==> src/rtl/rss_pkg.sv <==
`timescale 1ns / 1ps

package rss_pkg;

    // Default structure of the statistics engine.
    localparam int SAMPLE_BITS_DEF   = 24;
    localparam int COUNT_BITS_DEF    = 16;
    localparam int FRACTION_BITS_DEF = 8;

    // Fixed widths of the channel fields.
    localparam int FUNC_W    = 1;
    localparam int SAMPLE_W  = 24;
    localparam int COUNT_W   = 16;
    localparam int MEAN_W    = 32;
    localparam int DEV_W     = 32;
    localparam int ROOT_IN_W = 64;

    // The square root runs one result bit per step over a 64-bit radicand.
    localparam int SQRT_STEPS = ROOT_IN_W / 2;

    localparam logic FUNC_RECORD = 1'b0;
    localparam logic FUNC_CLEAR  = 1'b1;

    typedef enum logic [3:0] {
        OP_NONE,
        OP_LOAD,
        OP_UPDATE,
        OP_ACCUM,
        OP_MULA_INIT,
        OP_MUL_STEP,
        OP_MULB_INIT,
        OP_DIVM_INIT,
        OP_DIV_STEP,
        OP_DIVD_INIT,
        OP_SQRT_INIT,
        OP_SQRT_STEP,
        OP_OUT
    } dp_op_t;

    typedef enum logic [3:0] {
        ST_IDLE,
        ST_UPDATE,
        ST_ACCUM,
        ST_MULA_INIT,
        ST_MULA,
        ST_MULB_INIT,
        ST_MULB,
        ST_DIVM_INIT,
        ST_DIVM,
        ST_DIVD_INIT,
        ST_DIVD,
        ST_SQRT_INIT,
        ST_SQRT,
        ST_FINISH
    } ctrl_state_t;

    typedef struct packed {
        dp_op_t op;
    } dp_cmd_t;

    typedef struct packed {
        logic out_busy;
    } dp_stat_t;

endpackage

==> src/rtl/rss_ifs.sv <==
`timescale 1ns / 1ps

interface rss_in_if import rss_pkg::*; ();
    logic                       valid;
    logic                       ready;
    logic [FUNC_W-1:0]          func;
    logic signed [SAMPLE_W-1:0] sample;

    modport source (output valid, output func, output sample, input ready);
    modport sink (input valid, input func, input sample, output ready);
endinterface

interface rss_out_if import rss_pkg::*; ();
    logic                       valid;
    logic                       ready;
    logic [COUNT_W-1:0]         count;
    logic signed [SAMPLE_W-1:0] minimum;
    logic signed [SAMPLE_W-1:0] maximum;
    logic signed [MEAN_W-1:0]   mean;
    logic [DEV_W-1:0]           deviation;
    logic                       dropped;

    modport source (output valid, output count, output minimum, output maximum,
                    output mean, output deviation, output dropped, input ready);
    modport sink (input valid, input count, input minimum, input maximum,
                  input mean, input deviation, input dropped, output ready);
endinterface

==> src/rtl/rss_ctrl.sv <==
`timescale 1ns / 1ps

module rss_ctrl import rss_pkg::*; #(
    parameter int SAMPLE_BITS   = SAMPLE_BITS_DEF,
    parameter int COUNT_BITS    = COUNT_BITS_DEF,
    parameter int FRACTION_BITS = FRACTION_BITS_DEF
) (
    input  logic     clk,
    input  logic     rst_n,
    input  logic     in_valid,
    output logic     in_ready,
    output dp_cmd_t  cmd,
    input  dp_stat_t stat
);

    localparam int MULA_K = COUNT_BITS;
    localparam int MULB_K = SAMPLE_BITS + COUNT_BITS - 1;
    localparam int DIVM_K = MULB_K + FRACTION_BITS;
    localparam int DIVD_K = 2 * SAMPLE_BITS + 2 * COUNT_BITS - 2 + 2 * FRACTION_BITS;
    localparam int MAX_K  = (DIVD_K > SQRT_STEPS) ? DIVD_K : SQRT_STEPS;
    localparam int CNT_W  = $clog2(MAX_K);

    ctrl_state_t      state_reg, state_next;
    logic [CNT_W-1:0] cnt_reg, cnt_next;

    always_ff @(posedge clk or negedge rst_n)
    begin
        if (!rst_n)
        begin
            state_reg <= ST_IDLE;
            cnt_reg   <= '0;
        end
        else
        begin
            state_reg <= state_next;
            cnt_reg   <= cnt_next;
        end
    end

    // Each iterative phase loads the counter with its step count less one
    // and moves on once the counter has run down to zero.
    always_comb
    begin
        state_next = state_reg;
        cnt_next   = cnt_reg;
        cmd.op     = OP_NONE;
        in_ready   = 1'b0;
        case (state_reg)
            ST_IDLE:
            begin
                in_ready = 1'b1;
                if (in_valid)
                begin
                    cmd.op     = OP_LOAD;
                    state_next = ST_UPDATE;
                end
            end
            ST_UPDATE:
            begin
                cmd.op     = OP_UPDATE;
                state_next = ST_ACCUM;
            end
            ST_ACCUM:
            begin
                cmd.op     = OP_ACCUM;
                state_next = ST_MULA_INIT;
            end
            ST_MULA_INIT:
            begin
                cmd.op     = OP_MULA_INIT;
                cnt_next   = CNT_W'(MULA_K - 1);
                state_next = ST_MULA;
            end
            ST_MULA:
            begin
                cmd.op   = OP_MUL_STEP;
                cnt_next = cnt_reg - 1'b1;
                if (cnt_reg == '0)
                begin
                    state_next = ST_MULB_INIT;
                end
            end
            ST_MULB_INIT:
            begin
                cmd.op     = OP_MULB_INIT;
                cnt_next   = CNT_W'(MULB_K - 1);
                state_next = ST_MULB;
            end
            ST_MULB:
            begin
                cmd.op   = OP_MUL_STEP;
                cnt_next = cnt_reg - 1'b1;
                if (cnt_reg == '0)
                begin
                    state_next = ST_DIVM_INIT;
                end
            end
            ST_DIVM_INIT:
            begin
                cmd.op     = OP_DIVM_INIT;
                cnt_next   = CNT_W'(DIVM_K - 1);
                state_next = ST_DIVM;
            end
            ST_DIVM:
            begin
                cmd.op   = OP_DIV_STEP;
                cnt_next = cnt_reg - 1'b1;
                if (cnt_reg == '0)
                begin
                    state_next = ST_DIVD_INIT;
                end
            end
            ST_DIVD_INIT:
            begin
                cmd.op     = OP_DIVD_INIT;
                cnt_next   = CNT_W'(DIVD_K - 1);
                state_next = ST_DIVD;
            end
            ST_DIVD:
            begin
                cmd.op   = OP_DIV_STEP;
                cnt_next = cnt_reg - 1'b1;
                if (cnt_reg == '0)
                begin
                    state_next = ST_SQRT_INIT;
                end
            end
            ST_SQRT_INIT:
            begin
                cmd.op     = OP_SQRT_INIT;
                cnt_next   = CNT_W'(SQRT_STEPS - 1);
                state_next = ST_SQRT;
            end
            ST_SQRT:
            begin
                cmd.op   = OP_SQRT_STEP;
                cnt_next = cnt_reg - 1'b1;
                if (cnt_reg == '0)
                begin
                    state_next = ST_FINISH;
                end
            end
            ST_FINISH:
            begin
                if (!stat.out_busy)
                begin
                    cmd.op     = OP_OUT;
                    state_next = ST_IDLE;
                end
            end
            default:
            begin
                state_next = ST_IDLE;
            end
        endcase
    end

endmodule

==> src/rtl/rss_datapath.sv <==
`timescale 1ns / 1ps

module rss_datapath import rss_pkg::*; #(
    parameter int SAMPLE_BITS   = SAMPLE_BITS_DEF,
    parameter int COUNT_BITS    = COUNT_BITS_DEF,
    parameter int FRACTION_BITS = FRACTION_BITS_DEF
) (
    input  logic                       clk,
    input  logic                       rst_n,
    input  logic                       cfg_we,
    input  logic                       cfg_wdata,
    input  dp_cmd_t                    cmd,
    output dp_stat_t                   stat,
    input  logic [FUNC_W-1:0]          in_func,
    input  logic signed [SAMPLE_W-1:0] in_sample,
    output logic                       out_valid,
    input  logic                       out_ready,
    output logic [COUNT_W-1:0]         out_count,
    output logic signed [SAMPLE_W-1:0] out_minimum,
    output logic signed [SAMPLE_W-1:0] out_maximum,
    output logic signed [MEAN_W-1:0]   out_mean,
    output logic [DEV_W-1:0]           out_deviation,
    output logic                       out_dropped
);

    localparam int SB     = SAMPLE_BITS;
    localparam int CB     = COUNT_BITS;
    localparam int FB     = FRACTION_BITS;
    localparam int SUM_W  = SB + CB;
    localparam int MAG_W  = SUM_W - 1;
    localparam int SQ_W   = 2 * SB + CB - 2;
    localparam int SQR_W  = 2 * SB - 1;
    localparam int P_W    = 2 * SB + 2 * CB - 2;
    localparam int DIV_W  = P_W + 2 * FB;
    localparam int DV_W   = 2 * CB;
    localparam int MEAN_K = MAG_W + FB;
    localparam int EXT_W  = 2 * ROOT_IN_W;

    localparam logic signed [SB-1:0] SAMP_MAX = {1'b0, {(SB - 1){1'b1}}};
    localparam logic signed [SB-1:0] SAMP_MIN = {1'b1, {(SB - 1){1'b0}}};
    localparam logic [CB-1:0]        CNT_FULL = '1;

    logic                    mode_reg;
    logic                    func_reg;
    logic signed [SB-1:0]    samp_reg;
    logic [CB-1:0]           count_reg;
    logic signed [SUM_W-1:0] sum_reg;
    logic [SQ_W-1:0]         sumsq_reg;
    logic signed [SB-1:0]    min_reg;
    logic signed [SB-1:0]    max_reg;
    logic [SQR_W-1:0]        sq_reg;
    logic                    add_reg;
    logic                    drop_reg;
    logic [DV_W-1:0]         nd_reg;
    logic [P_W-1:0]          ma_reg;
    logic [MAG_W-1:0]        mb_reg;
    logic [P_W-1:0]          acc_reg;
    logic [P_W-1:0]          proda_reg;
    logic [DV_W-1:0]         rem_reg;
    logic [DV_W-1:0]         dvsr_reg;
    logic [DIV_W-1:0]        qr_reg;
    logic [MEAN_W-1:0]       mean_reg;
    logic                    dzero_reg;
    logic [ROOT_IN_W-1:0]    sx_reg;
    logic [ROOT_IN_W-1:0]    sres_reg;
    logic [ROOT_IN_W-1:0]    sbit_reg;

    logic signed [2*SB-1:0]  sq_full;
    logic [CB-1:0]           dsel;
    logic [SUM_W-1:0]        sum_abs;
    logic [MAG_W-1:0]        mag;
    logic [DV_W:0]           div_cur;
    logic                    div_ge;
    logic [DV_W:0]           div_diff;
    logic [EXT_W-1:0]        q_ext;
    logic [MEAN_W-1:0]       q32;
    logic [ROOT_IN_W-1:0]    trial;

    assign sq_full  = samp_reg * samp_reg;
    assign dsel     = mode_reg ? (count_reg - 1'b1) : count_reg;
    assign sum_abs  = sum_reg[SUM_W-1] ? (SUM_W'(0) - sum_reg) : sum_reg;
    assign mag      = sum_abs[MAG_W-1:0];
    assign div_cur  = {rem_reg, qr_reg[DIV_W-1]};
    assign div_ge   = div_cur >= {1'b0, dvsr_reg};
    assign div_diff = div_cur - {1'b0, dvsr_reg};
    assign q_ext    = EXT_W'(qr_reg);
    assign q32      = q_ext[MEAN_W-1:0];
    assign trial    = sres_reg + sbit_reg;

    assign stat.out_busy = out_valid && !out_ready;

    always_ff @(posedge clk or negedge rst_n)
    begin
        if (!rst_n)
        begin
            mode_reg  <= 1'b0;
            count_reg <= '0;
            sum_reg   <= '0;
            sumsq_reg <= '0;
            min_reg   <= SAMP_MAX;
            max_reg   <= SAMP_MIN;
            sq_reg    <= '0;
            nd_reg    <= '0;
            add_reg   <= 1'b0;
            drop_reg  <= 1'b0;
            out_valid <= 1'b0;
        end
        else
        begin
            if (cfg_we)
            begin
                mode_reg <= cfg_wdata;
            end
            if (out_valid && out_ready)
            begin
                out_valid <= 1'b0;
            end
            case (cmd.op)
                OP_UPDATE:
                begin
                    add_reg  <= 1'b0;
                    drop_reg <= 1'b0;
                    sq_reg   <= sq_full[SQR_W-1:0];
                    if (func_reg == FUNC_CLEAR)
                    begin
                        count_reg <= '0;
                        sum_reg   <= '0;
                        sumsq_reg <= '0;
                        min_reg   <= SAMP_MAX;
                        max_reg   <= SAMP_MIN;
                    end
                    else if (count_reg == CNT_FULL)
                    begin
                        drop_reg <= 1'b1;
                    end
                    else
                    begin
                        add_reg   <= 1'b1;
                        count_reg <= count_reg + 1'b1;
                        sum_reg   <= sum_reg + SUM_W'(samp_reg);
                        if (samp_reg < min_reg)
                        begin
                            min_reg <= samp_reg;
                        end
                        if (samp_reg > max_reg)
                        begin
                            max_reg <= samp_reg;
                        end
                    end
                end
                OP_ACCUM:
                begin
                    if (add_reg)
                    begin
                        sumsq_reg <= sumsq_reg + SQ_W'(sq_reg);
                    end
                    nd_reg <= DV_W'(count_reg) * DV_W'(dsel);
                end
                OP_OUT:
                begin
                    out_valid <= 1'b1;
                end
                default:
                begin
                end
            endcase
        end
    end

    // Arithmetic working registers; no reset needed.
    always_ff @(posedge clk)
    begin
        case (cmd.op)
            OP_LOAD:
            begin
                func_reg <= in_func[0];
                samp_reg <= in_sample[SB-1:0];
            end
            OP_MULA_INIT:
            begin
                acc_reg <= '0;
                ma_reg  <= P_W'(sumsq_reg);
                mb_reg  <= MAG_W'(count_reg);
            end
            OP_MUL_STEP:
            begin
                if (mb_reg[0])
                begin
                    acc_reg <= acc_reg + ma_reg;
                end
                ma_reg <= ma_reg << 1;
                mb_reg <= mb_reg >> 1;
            end
            OP_MULB_INIT:
            begin
                proda_reg <= acc_reg;
                acc_reg   <= '0;
                ma_reg    <= P_W'(mag);
                mb_reg    <= mag;
            end
            OP_DIVM_INIT:
            begin
                rem_reg  <= '0;
                dvsr_reg <= DV_W'(count_reg);
                qr_reg   <= DIV_W'(mag) << (DIV_W - MEAN_K + FB);
            end
            OP_DIV_STEP:
            begin
                rem_reg <= div_ge ? div_diff[DV_W-1:0] : div_cur[DV_W-1:0];
                qr_reg  <= {qr_reg[DIV_W-2:0], div_ge};
            end
            OP_DIVD_INIT:
            begin
                if (count_reg == '0)
                begin
                    mean_reg <= '0;
                end
                else
                begin
                    mean_reg <= sum_reg[SUM_W-1] ? (MEAN_W'(0) - q32) : q32;
                end
                dzero_reg <= (count_reg == '0) || (mode_reg && count_reg < CB'(2))
                             || (proda_reg < acc_reg);
                rem_reg   <= '0;
                dvsr_reg  <= nd_reg;
                qr_reg    <= DIV_W'(proda_reg - acc_reg) << (2 * FB);
            end
            OP_SQRT_INIT:
            begin
                sx_reg   <= (q_ext[EXT_W-1:ROOT_IN_W] != '0) ? '1 : q_ext[ROOT_IN_W-1:0];
                sres_reg <= '0;
                sbit_reg <= ROOT_IN_W'(1) << (ROOT_IN_W - 2);
            end
            OP_SQRT_STEP:
            begin
                if (sx_reg >= trial)
                begin
                    sx_reg   <= sx_reg - trial;
                    sres_reg <= (sres_reg >> 1) + sbit_reg;
                end
                else
                begin
                    sres_reg <= sres_reg >> 1;
                end
                sbit_reg <= sbit_reg >> 2;
            end
            OP_OUT:
            begin
                out_count     <= COUNT_W'(count_reg);
                out_minimum   <= SAMPLE_W'(min_reg);
                out_maximum   <= SAMPLE_W'(max_reg);
                out_mean      <= mean_reg;
                out_deviation <= dzero_reg ? '0 : sres_reg[DEV_W-1:0];
                out_dropped   <= drop_reg;
            end
            default:
            begin
            end
        endcase
    end

    a_min_le_max: assert property (@(posedge clk) disable iff (!rst_n)
        count_reg != '0 |-> min_reg <= max_reg)
        else $error("running minimum above running maximum");

    a_empty_sums: assert property (@(posedge clk) disable iff (!rst_n)
        count_reg == '0 |-> (sum_reg == '0 && sumsq_reg == '0))
        else $error("sums not zero with no samples held");

    a_drop_full: assert property (@(posedge clk) disable iff (!rst_n)
        (cmd.op == OP_OUT && drop_reg) |-> count_reg == CNT_FULL)
        else $error("sample dropped while count not full");

endmodule

==> src/rtl/running_sample_statistics_unit.sv <==
`timescale 1ns / 1ps

// Running sample statistics. Each input beat either records a signed sample
// (func = 0) or clears the accumulators (func = 1), and each input beat gives
// exactly one output beat with the count, minimum, maximum, mean and standard
// deviation of the samples held after it. Mean and deviation carry
// FRACTION_BITS fraction bits; the mean is truncated toward zero and the
// deviation is the floor of an exact integer square root. Once the count is
// full a record beat changes nothing and reports dropped = 1. The single
// configuration bit selects population (0) or sample (1) deviation and may be
// written only while the unit is idle. One item is processed at a time: the
// unit takes no new input beat until the current item is done, and that
// includes waiting for the previous result to be taken. The work runs
// through the shared bit-serial shift-add multiplier (n times sum of
// squares, then sum squared), the shared restoring divider (mean, then
// variance) and the 32-step square root, all run one after another by the
// controller.
module running_sample_statistics_unit import rss_pkg::*; #(
    parameter int SAMPLE_BITS   = SAMPLE_BITS_DEF,
    parameter int COUNT_BITS    = COUNT_BITS_DEF,
    parameter int FRACTION_BITS = FRACTION_BITS_DEF
) (
    input  logic clk,
    input  logic rst_n,
    input  logic cfg_we,
    input  logic cfg_wdata,
    rss_in_if.sink    in_ch,
    rss_out_if.source out_ch
);

    dp_cmd_t  cmd;
    dp_stat_t stat;

    // The controller sequences the phases; the datapath owns all data state.
    rss_ctrl #(
        .SAMPLE_BITS   (SAMPLE_BITS),
        .COUNT_BITS    (COUNT_BITS),
        .FRACTION_BITS (FRACTION_BITS)
    ) u_ctrl (
        .clk      (clk),
        .rst_n    (rst_n),
        .in_valid (in_ch.valid),
        .in_ready (in_ch.ready),
        .cmd      (cmd),
        .stat     (stat)
    );

    // The result register in the datapath holds a finished beat until the
    // sink takes it, so the next input beat can be accepted meanwhile.
    rss_datapath #(
        .SAMPLE_BITS   (SAMPLE_BITS),
        .COUNT_BITS    (COUNT_BITS),
        .FRACTION_BITS (FRACTION_BITS)
    ) u_datapath (
        .clk           (clk),
        .rst_n         (rst_n),
        .cfg_we        (cfg_we),
        .cfg_wdata     (cfg_wdata),
        .cmd           (cmd),
        .stat          (stat),
        .in_func       (in_ch.func),
        .in_sample     (in_ch.sample),
        .out_valid     (out_ch.valid),
        .out_ready     (out_ch.ready),
        .out_count     (out_ch.count),
        .out_minimum   (out_ch.minimum),
        .out_maximum   (out_ch.maximum),
        .out_mean      (out_ch.mean),
        .out_deviation (out_ch.deviation),
        .out_dropped   (out_ch.dropped)
    );

    // Only one item is in flight, so an accepted beat closes the input.
    a_one_in_flight: assert property (@(posedge clk) disable iff (!rst_n)
        (in_ch.valid && in_ch.ready) |=> !in_ch.ready)
        else $error("input accepted while an item is in progress");

    // A new result is never loaded over one that is still waiting.
    a_no_overwrite: assert property (@(posedge clk) disable iff (!rst_n)
        (cmd.op == OP_OUT) |-> !(out_ch.valid && !out_ch.ready))
        else $error("result loaded over a pending output beat");

    // Results are only produced while no input can be taken.
    a_out_not_idle: assert property (@(posedge clk) disable iff (!rst_n)
        (cmd.op == OP_OUT) |-> !in_ch.ready)
        else $error("result produced while idle");

endmodule
==> src/flat_wrapper.sv <==
// flat-port wrapper written by rule: the top's interface ports become plain ports
module running_sample_statistics_unit_flat import rss_pkg::*;
#(
    parameter int SAMPLE_BITS   = SAMPLE_BITS_DEF,
    parameter int COUNT_BITS    = COUNT_BITS_DEF,
    parameter int FRACTION_BITS = FRACTION_BITS_DEF
)
  (clk, rst_n, cfg_we, cfg_wdata, in_ch_valid, in_ch_func, in_ch_sample, in_ch_ready, out_ch_valid, out_ch_count, out_ch_minimum, out_ch_maximum, out_ch_mean, out_ch_deviation, out_ch_dropped, out_ch_ready);
  rss_in_if in_ch_i ();
  rss_out_if out_ch_i ();
  input  logic clk;
  input  logic rst_n;
  input  logic cfg_we;
  input  logic cfg_wdata;
  input wire logic [$bits(in_ch_i.valid)-1:0] in_ch_valid;
  input wire logic [$bits(in_ch_i.func)-1:0] in_ch_func;
  input wire logic [$bits(in_ch_i.sample)-1:0] in_ch_sample;
  output wire logic [$bits(in_ch_i.ready)-1:0] in_ch_ready;
  output wire logic [$bits(out_ch_i.valid)-1:0] out_ch_valid;
  output wire logic [$bits(out_ch_i.count)-1:0] out_ch_count;
  output wire logic [$bits(out_ch_i.minimum)-1:0] out_ch_minimum;
  output wire logic [$bits(out_ch_i.maximum)-1:0] out_ch_maximum;
  output wire logic [$bits(out_ch_i.mean)-1:0] out_ch_mean;
  output wire logic [$bits(out_ch_i.deviation)-1:0] out_ch_deviation;
  output wire logic [$bits(out_ch_i.dropped)-1:0] out_ch_dropped;
  input wire logic [$bits(out_ch_i.ready)-1:0] out_ch_ready;
  assign in_ch_i.valid = in_ch_valid;
  assign in_ch_i.func = in_ch_func;
  assign in_ch_i.sample = in_ch_sample;
  assign in_ch_ready = in_ch_i.ready;
  assign out_ch_valid = out_ch_i.valid;
  assign out_ch_count = out_ch_i.count;
  assign out_ch_minimum = out_ch_i.minimum;
  assign out_ch_maximum = out_ch_i.maximum;
  assign out_ch_mean = out_ch_i.mean;
  assign out_ch_deviation = out_ch_i.deviation;
  assign out_ch_dropped = out_ch_i.dropped;
  assign out_ch_i.ready = out_ch_ready;
  running_sample_statistics_unit #(.SAMPLE_BITS(SAMPLE_BITS), .COUNT_BITS(COUNT_BITS), .FRACTION_BITS(FRACTION_BITS)) u_core (.clk(clk), .rst_n(rst_n), .cfg_we(cfg_we), .cfg_wdata(cfg_wdata), .in_ch(in_ch_i), .out_ch(out_ch_i));
endmodule
==> config.mk <==
export PLATFORM = sky130hd
export DESIGN_NAME = running_sample_statistics_unit_flat
export DESIGN_NICKNAME = d
export VERILOG_FILES = /design/src/rtl/rss_pkg.sv /design/src/rtl/rss_ifs.sv /design/src/rtl/rss_ctrl.sv /design/src/rtl/rss_datapath.sv /design/src/rtl/running_sample_statistics_unit.sv /design/src/flat_wrapper.sv
export SDC_FILE = /design/constraint.sdc
export NUM_CORES = 2
export LEC_CHECK = 0
export ABC_CLOCK_PERIOD_IN_PS = 14400
export BUFFER_PORTS_ARGS = -buffer_cell sky130_fd_sc_hd__buf_4
export CORE_MARGIN = 4
export CORE_UTILIZATION = 55
export CTS_CLUSTER_DIAMETER = 40
export DETAILED_ROUTE_END_ITERATION = 10
export PLACE_DENSITY_LB_ADDON = 0.25
export SLEW_MARGIN = 10
export SYNTH_ARGS = -nofsm -noshare
export SYNTH_HDL_FRONTEND = slang
export SYNTH_HIERARCHICAL = 1
export SYNTH_SLANG_ARGS = --single-unit
export TNS_END_PERCENT = 20
==> constraint.sdc <==
create_clock -name clk -period 14.4 [get_ports clk]
set_input_delay 2.88 -clock clk [delete_from_list [all_inputs] [get_ports clk]]
set_output_delay 2.88 -clock clk [all_outputs]
set_load 0.005 [all_outputs]
======== Word-level counts from Yosys, hierarchy flattened ========
Index checks and enable logic that the tools add are counted.
cells by class
  $add $sub $neg .......................... 13
  multiply operators ...................... 2
  divide/modulo/power cells ............... 0
  order comparisons ....................... 6
  eq/ne operators ......................... 38
  shift operators ......................... 0
  muxes and demuxes ....................... 49
  bitwise operators ....................... 0
  reductions and logical operators ........ 33
operator list
  cell                                       number
  64-bit one-hot mux with 2 select lines     3
  94-bit one-hot mux with 3 select lines     1
  78-bit one-hot mux with 3 select lines     1
  64-bit two-way mux                         3
  78-bit one-hot mux with 2 select lines     1
  24-bit two-way mux                         6
  32-bit one-hot mux with 2 select lines     2
  62-bit two-way mux                         2
  62-bit one-hot mux with 2 select lines     1
  39-bit one-hot mux with 3 select lines     1
  40-bit two-way mux                         2
  78-bit adder                               1
  78-bit < comparator                        1
  78-bit two-way mux                         1
  78-bit subtractor                          1
  63-bit by 64-bit adder with 64-bit output  1
  64-bit adder                               1
  64-bit >= comparator                       1
  32-bit two-way mux                         2
  64-bit nonzero test                        1
  64-bit subtractor                          1
  62-bit by 47-bit adder with 62-bit output  1
  4-bit one-hot mux with 14 select lines     1
  16-bit two-way mux                         3
  38 further kinds                           102
word-level totals
  bits in registers ....................... 1070
  bits in latches ......................... 0
  RAM bits ................................ 0
  memory bits (read-only) ................. 0
  input port bits ......................... 31
  output and inout port bits .............. 131
  logic and storage cells ................. 174
  memories kept ........................... 0

======== Depth between registers and ports, before layout ========
  depth after elaboration ................. 8
  mapped depth ............................ 32
  gate-level depth less buffers ........... 32

======== By module ========
Netlist, hierarchy kept.
modules (own cells, without submodules)
  module        times used  cells each  area each (um^2)  seq. area each (um^2)
  rss_datapath  1           9498        91428.9           29598.4
  rss_ctrl      1           120         943.4             275.3

======== Worst setup path after synthesis ========
Ideal clock, no wire load.
  path type ............................... input -> register
  start point ............................. input port out_ch_ready
  end point ............................... register u_core.u_datapath.out_valid
  setup time .............................. 118 ps
  arrival time ............................ 13221 ps
  data required time ...................... 14282 ps
  slack ................................... 1061 ps
  cell stages on the path ................. 7
  path buffers ............................ 0
  cell sequence ........................... nor2b_1 nor3_1 a21oi_1 o21ai_0 nand2_1 nor3_1 or2_2
RTL lines
  what                  line                 source
  start, declared       flat_wrapper.sv:26   input wire logic [$bits(out_ch_i.ready)-1:0] out_ch_ready;
  end signal, assigned  rss_datapath.sv:106  out_valid <= 1'b0;
  end signal, assigned  rss_datapath.sv:116  out_valid <= 1'b0;
  end signal, assigned  rss_datapath.sv:161  out_valid <= 1'b1;
  end, declared         rss_datapath.sv:16   output logic out_valid,

======== Final worst setup path ========
  start point ............................. register u_core.u_datapath.count_reg[0]
  end point ............................... register u_core.u_datapath.nd_reg[24]
on the way
  word-level cells in the longest chain between the ends .. 3
ends and longest elaborated chain
  what                                              line                 source
  start, declared                                   rss_datapath.sv:46   logic [CB-1:0] count_reg;
  start signal, assigned                            rss_datapath.sv:139  count_reg <= count_reg + 1'b1;
  16-bit by 1-bit subtractor with 16-bit output     rss_datapath.sv:80   assign dsel = mode_reg ? (count_reg - 1'b1) : count_reg;
  16-bit two-way mux                                rss_datapath.sv:80
  16-bit by 16-bit multiplier with 32-bit output *  rss_datapath.sv:157  nd_reg <= DV_W'(count_reg) * DV_W'(dsel);
  end signal, assigned                              rss_datapath.sv:157
  end, declared                                     rss_datapath.sv:54   logic [DV_W-1:0] nd_reg;
Mark *: on every way between the ends. The rest lies on a longest branch, timed or not.
A chain may end at the register's enable or synchronous reset.

==> results_dict.tcl <==
set metrics [dict create \
    drt-pass1-iter-count 8 \
    postCtsSetupBuffers 0 \
    synthTopCellsByCount "inv_1, nand2_1, edfxtp_1, fa_1, ha_1" \
    io_pins 162 \
    drive_above_1_share_pct 7.38 \
    synth.top_cell.area_share_pct 25.3 \
    fin_util_pct 61.0 \
    yosysUniqueCellTypes 112 \
    fmax_mhz 112 \
    overflow 0 \
    max_stage_delay_ns 0.99 \
    cts_tree "done" \
    synth-seq-cells 1037 \
    drt_iter0_markers 6596 \
    rr_startpoint "u_core/u_datapath/count_reg[0]" \
    wire_per_inst_um 21.3 \
    globalplace.congestion 0.964 \
    ant_nets 0 \
    hold_path_end "u_core/u_datapath/out_mean[17]" \
    synth_edf_count 778 \
    synthCells 9618 \
    grt_pass1_vias 71500 \
    worst_pin_slew_ns 1.25 \
    finalSetupTns_ns 0 \
    worst_setup_path_end_kind "flop" \
    worstSkewPairLatency_ns 0.82 \
    ys_async_sr_fraction_pct 25.0 \
    wl_um 256000 \
    start_kind "flop" \
    synth_fp_nets 11100 \
    yosys.area.top_type "edfxtp_1" \
    yosysMostFrequentCell "inv_1" \
    hold_viol 0 \
    holdCritStartpoint "u_core/u_datapath/mean_reg[17]" \
    clockBufferDepth 3 \
    fin_crit_sh_pct 62.1 \
    drv_slew 0 \
    areaGrowthSynthToFinish_pct 10.4 \
    synth_area_leaders "edfxtp_1, fa_1, ha_1" \
    portBuffers 161 \
    synth.avg_cell_area_um2 9.60 \
    dp_hpwl_um 194000 \
    hold_class "reg -> reg" \
    whs_path_depth 0 \
    die_h_um 418 \
    vias_per_cell 5.95 \
    rows 150 \
    vias 71600 \
    reg2regPathDepth 29 \
    r2r-end "u_core/u_datapath/nd_reg[24]" \
    max_cap_viol_count 0 \
    cts.sinks 1037 \
    ys_seq_area_share_pct 32.3 \
    setup_viol 0 \
    ctsRootBufferMaster "clkbuf_16" \
    syn_area_um2 92400 \
    required_ns 15.08 \
    die_x_um 418 \
    largest_reg_flops 94 \
    dieArea_um2 175000 \
    relSlewSlack_pct 16.1 \
    clkTransAtPathRegs_ns 0.06 \
    cp_slowest_cell "xnor2_1" \
    hold_buffers 0 \
    grt_pass1_wl_um 402000 \
    initial_core_util_pct 55.3 \
    reg2reg_slack_ns 5.45 \
    path_class "reg -> reg" \
    crit_fanout 17 \
    post_cts_resized 0 \
    antenna_found_initial 5 \
    grt_max_degree 100 \
    cpMostUsedCell "fa_1" \
    core_um2 167000 \
    synth_warnings 6 \
    grt_setup_unrepaired "false" \
    grt.total_usage_pct 29.1 \
    route.detailed.drc 0 \
    fin_nets 11100 \
    clock_skew_ns 0.0544 \
    status "finished clean" \
    synth_ff_type "edfxtp_1" \
    cp_data_arrival_time_ns 9.63 \
    cts_buffers 180 \
    finalCriticalPeriod_ns 8.95 \
    htreeDepth 4 \
]
[metal layers]
layer / GRT usage [%] / wire length, um / vias up
li1: - / - / 33200
met1: 39.7 / 109000 / 35000
met2: 46.5 / 116000 / 2811
met3: 5.43 / 20800 / 477
met4: 11.0 / 10000 / 4
met5: 0.500 / 134 / -
[stage by stage]
stage / worst slack, ns / hold WS (ns) / area (um2) / cells
3_5_place_dp: 5.55 / 0.405 / 95700 / 11700
5_1_grt: 4.98 / 0.426 / 102000 / 12000
3_3_place_gp: 5.70 / 0.407 / 95700 / 11700
2_1_floorplan: 1.06 / 0.400 / 92400 / 9618
6_report: 5.45 / 0.418 / 102000 / 12000
4_1_cts: 5.59 / 0.418 / 102000 / 12000
[cells in the final DEF (no fill, tap or decap), types with 286 or more instances in the layout]
master / n
nand2_1: 1018
o21ai_0: 535
nor2_1: 596
inv_1: 1153
ha_1: 695
a21oi_1: 562
fa_1: 748
edfxtp_1: 778
xor2_1: 293
and2_1: 306
xnor2_1: 286
[cells by family after synthesis]
group                    count (synthesis)  share of synthesized area (%)
multiplexers                            39                          0.425
AND/OR/NAND/NOR                       2732                           14.0
XOR/XNOR                               579                           5.49
adder cells (fa/ha/maj)               1444                           25.6
flip-flops                            1037                           32.3
buffers and inverters                 1555                           6.38
AO/OA/AOI/OAI                         2232                           15.7
[worst max-delay path by stage]
stage | startpoint | endpoint | slack [ns] | cells after the start
floorplan | out_ch_ready | u_core/u_datapath/out_valid | 1.06 | 7
global placement | u_core/u_datapath/count_reg[0] | u_core/u_datapath/nd_reg[24] | 5.70 | 29
detailed placement | u_core/u_datapath/count_reg[0] | u_core/u_datapath/nd_reg[24] | 5.55 | 29
CTS | u_core/u_datapath/count_reg[0] | u_core/u_datapath/nd_reg[24] | 5.59 | 29
global route | u_core/u_datapath/count_reg[0] | u_core/u_datapath/nd_reg[24] | 4.98 | 29
finish | u_core/u_datapath/count_reg[0] | u_core/u_datapath/nd_reg[24] | 5.45 | 29
[critical path: cells and delay by family (launching register included)]
family          cells  cell delay [ns]
compound gates      8             1.54
xor+xnor            2             1.16
fa+ha+maj           8             3.69
buf+inv             6             0.55
flops               1             0.61
simple gates        5             1.27
[final cells by class]
type,count,area (um2)
fill,13800,65100
multi-input combinational,7026,56800
sequential,1037,29900
clock buffer,197,4650
inverter,1161,4360
tap,2204,2760
timing repair buffer,256,1930
clock inverter,143,1600
antenna,2,5.00
Power is not shown: default switching activity piles up to over one toggle a cycle in this logic, so the estimate is an artifact.
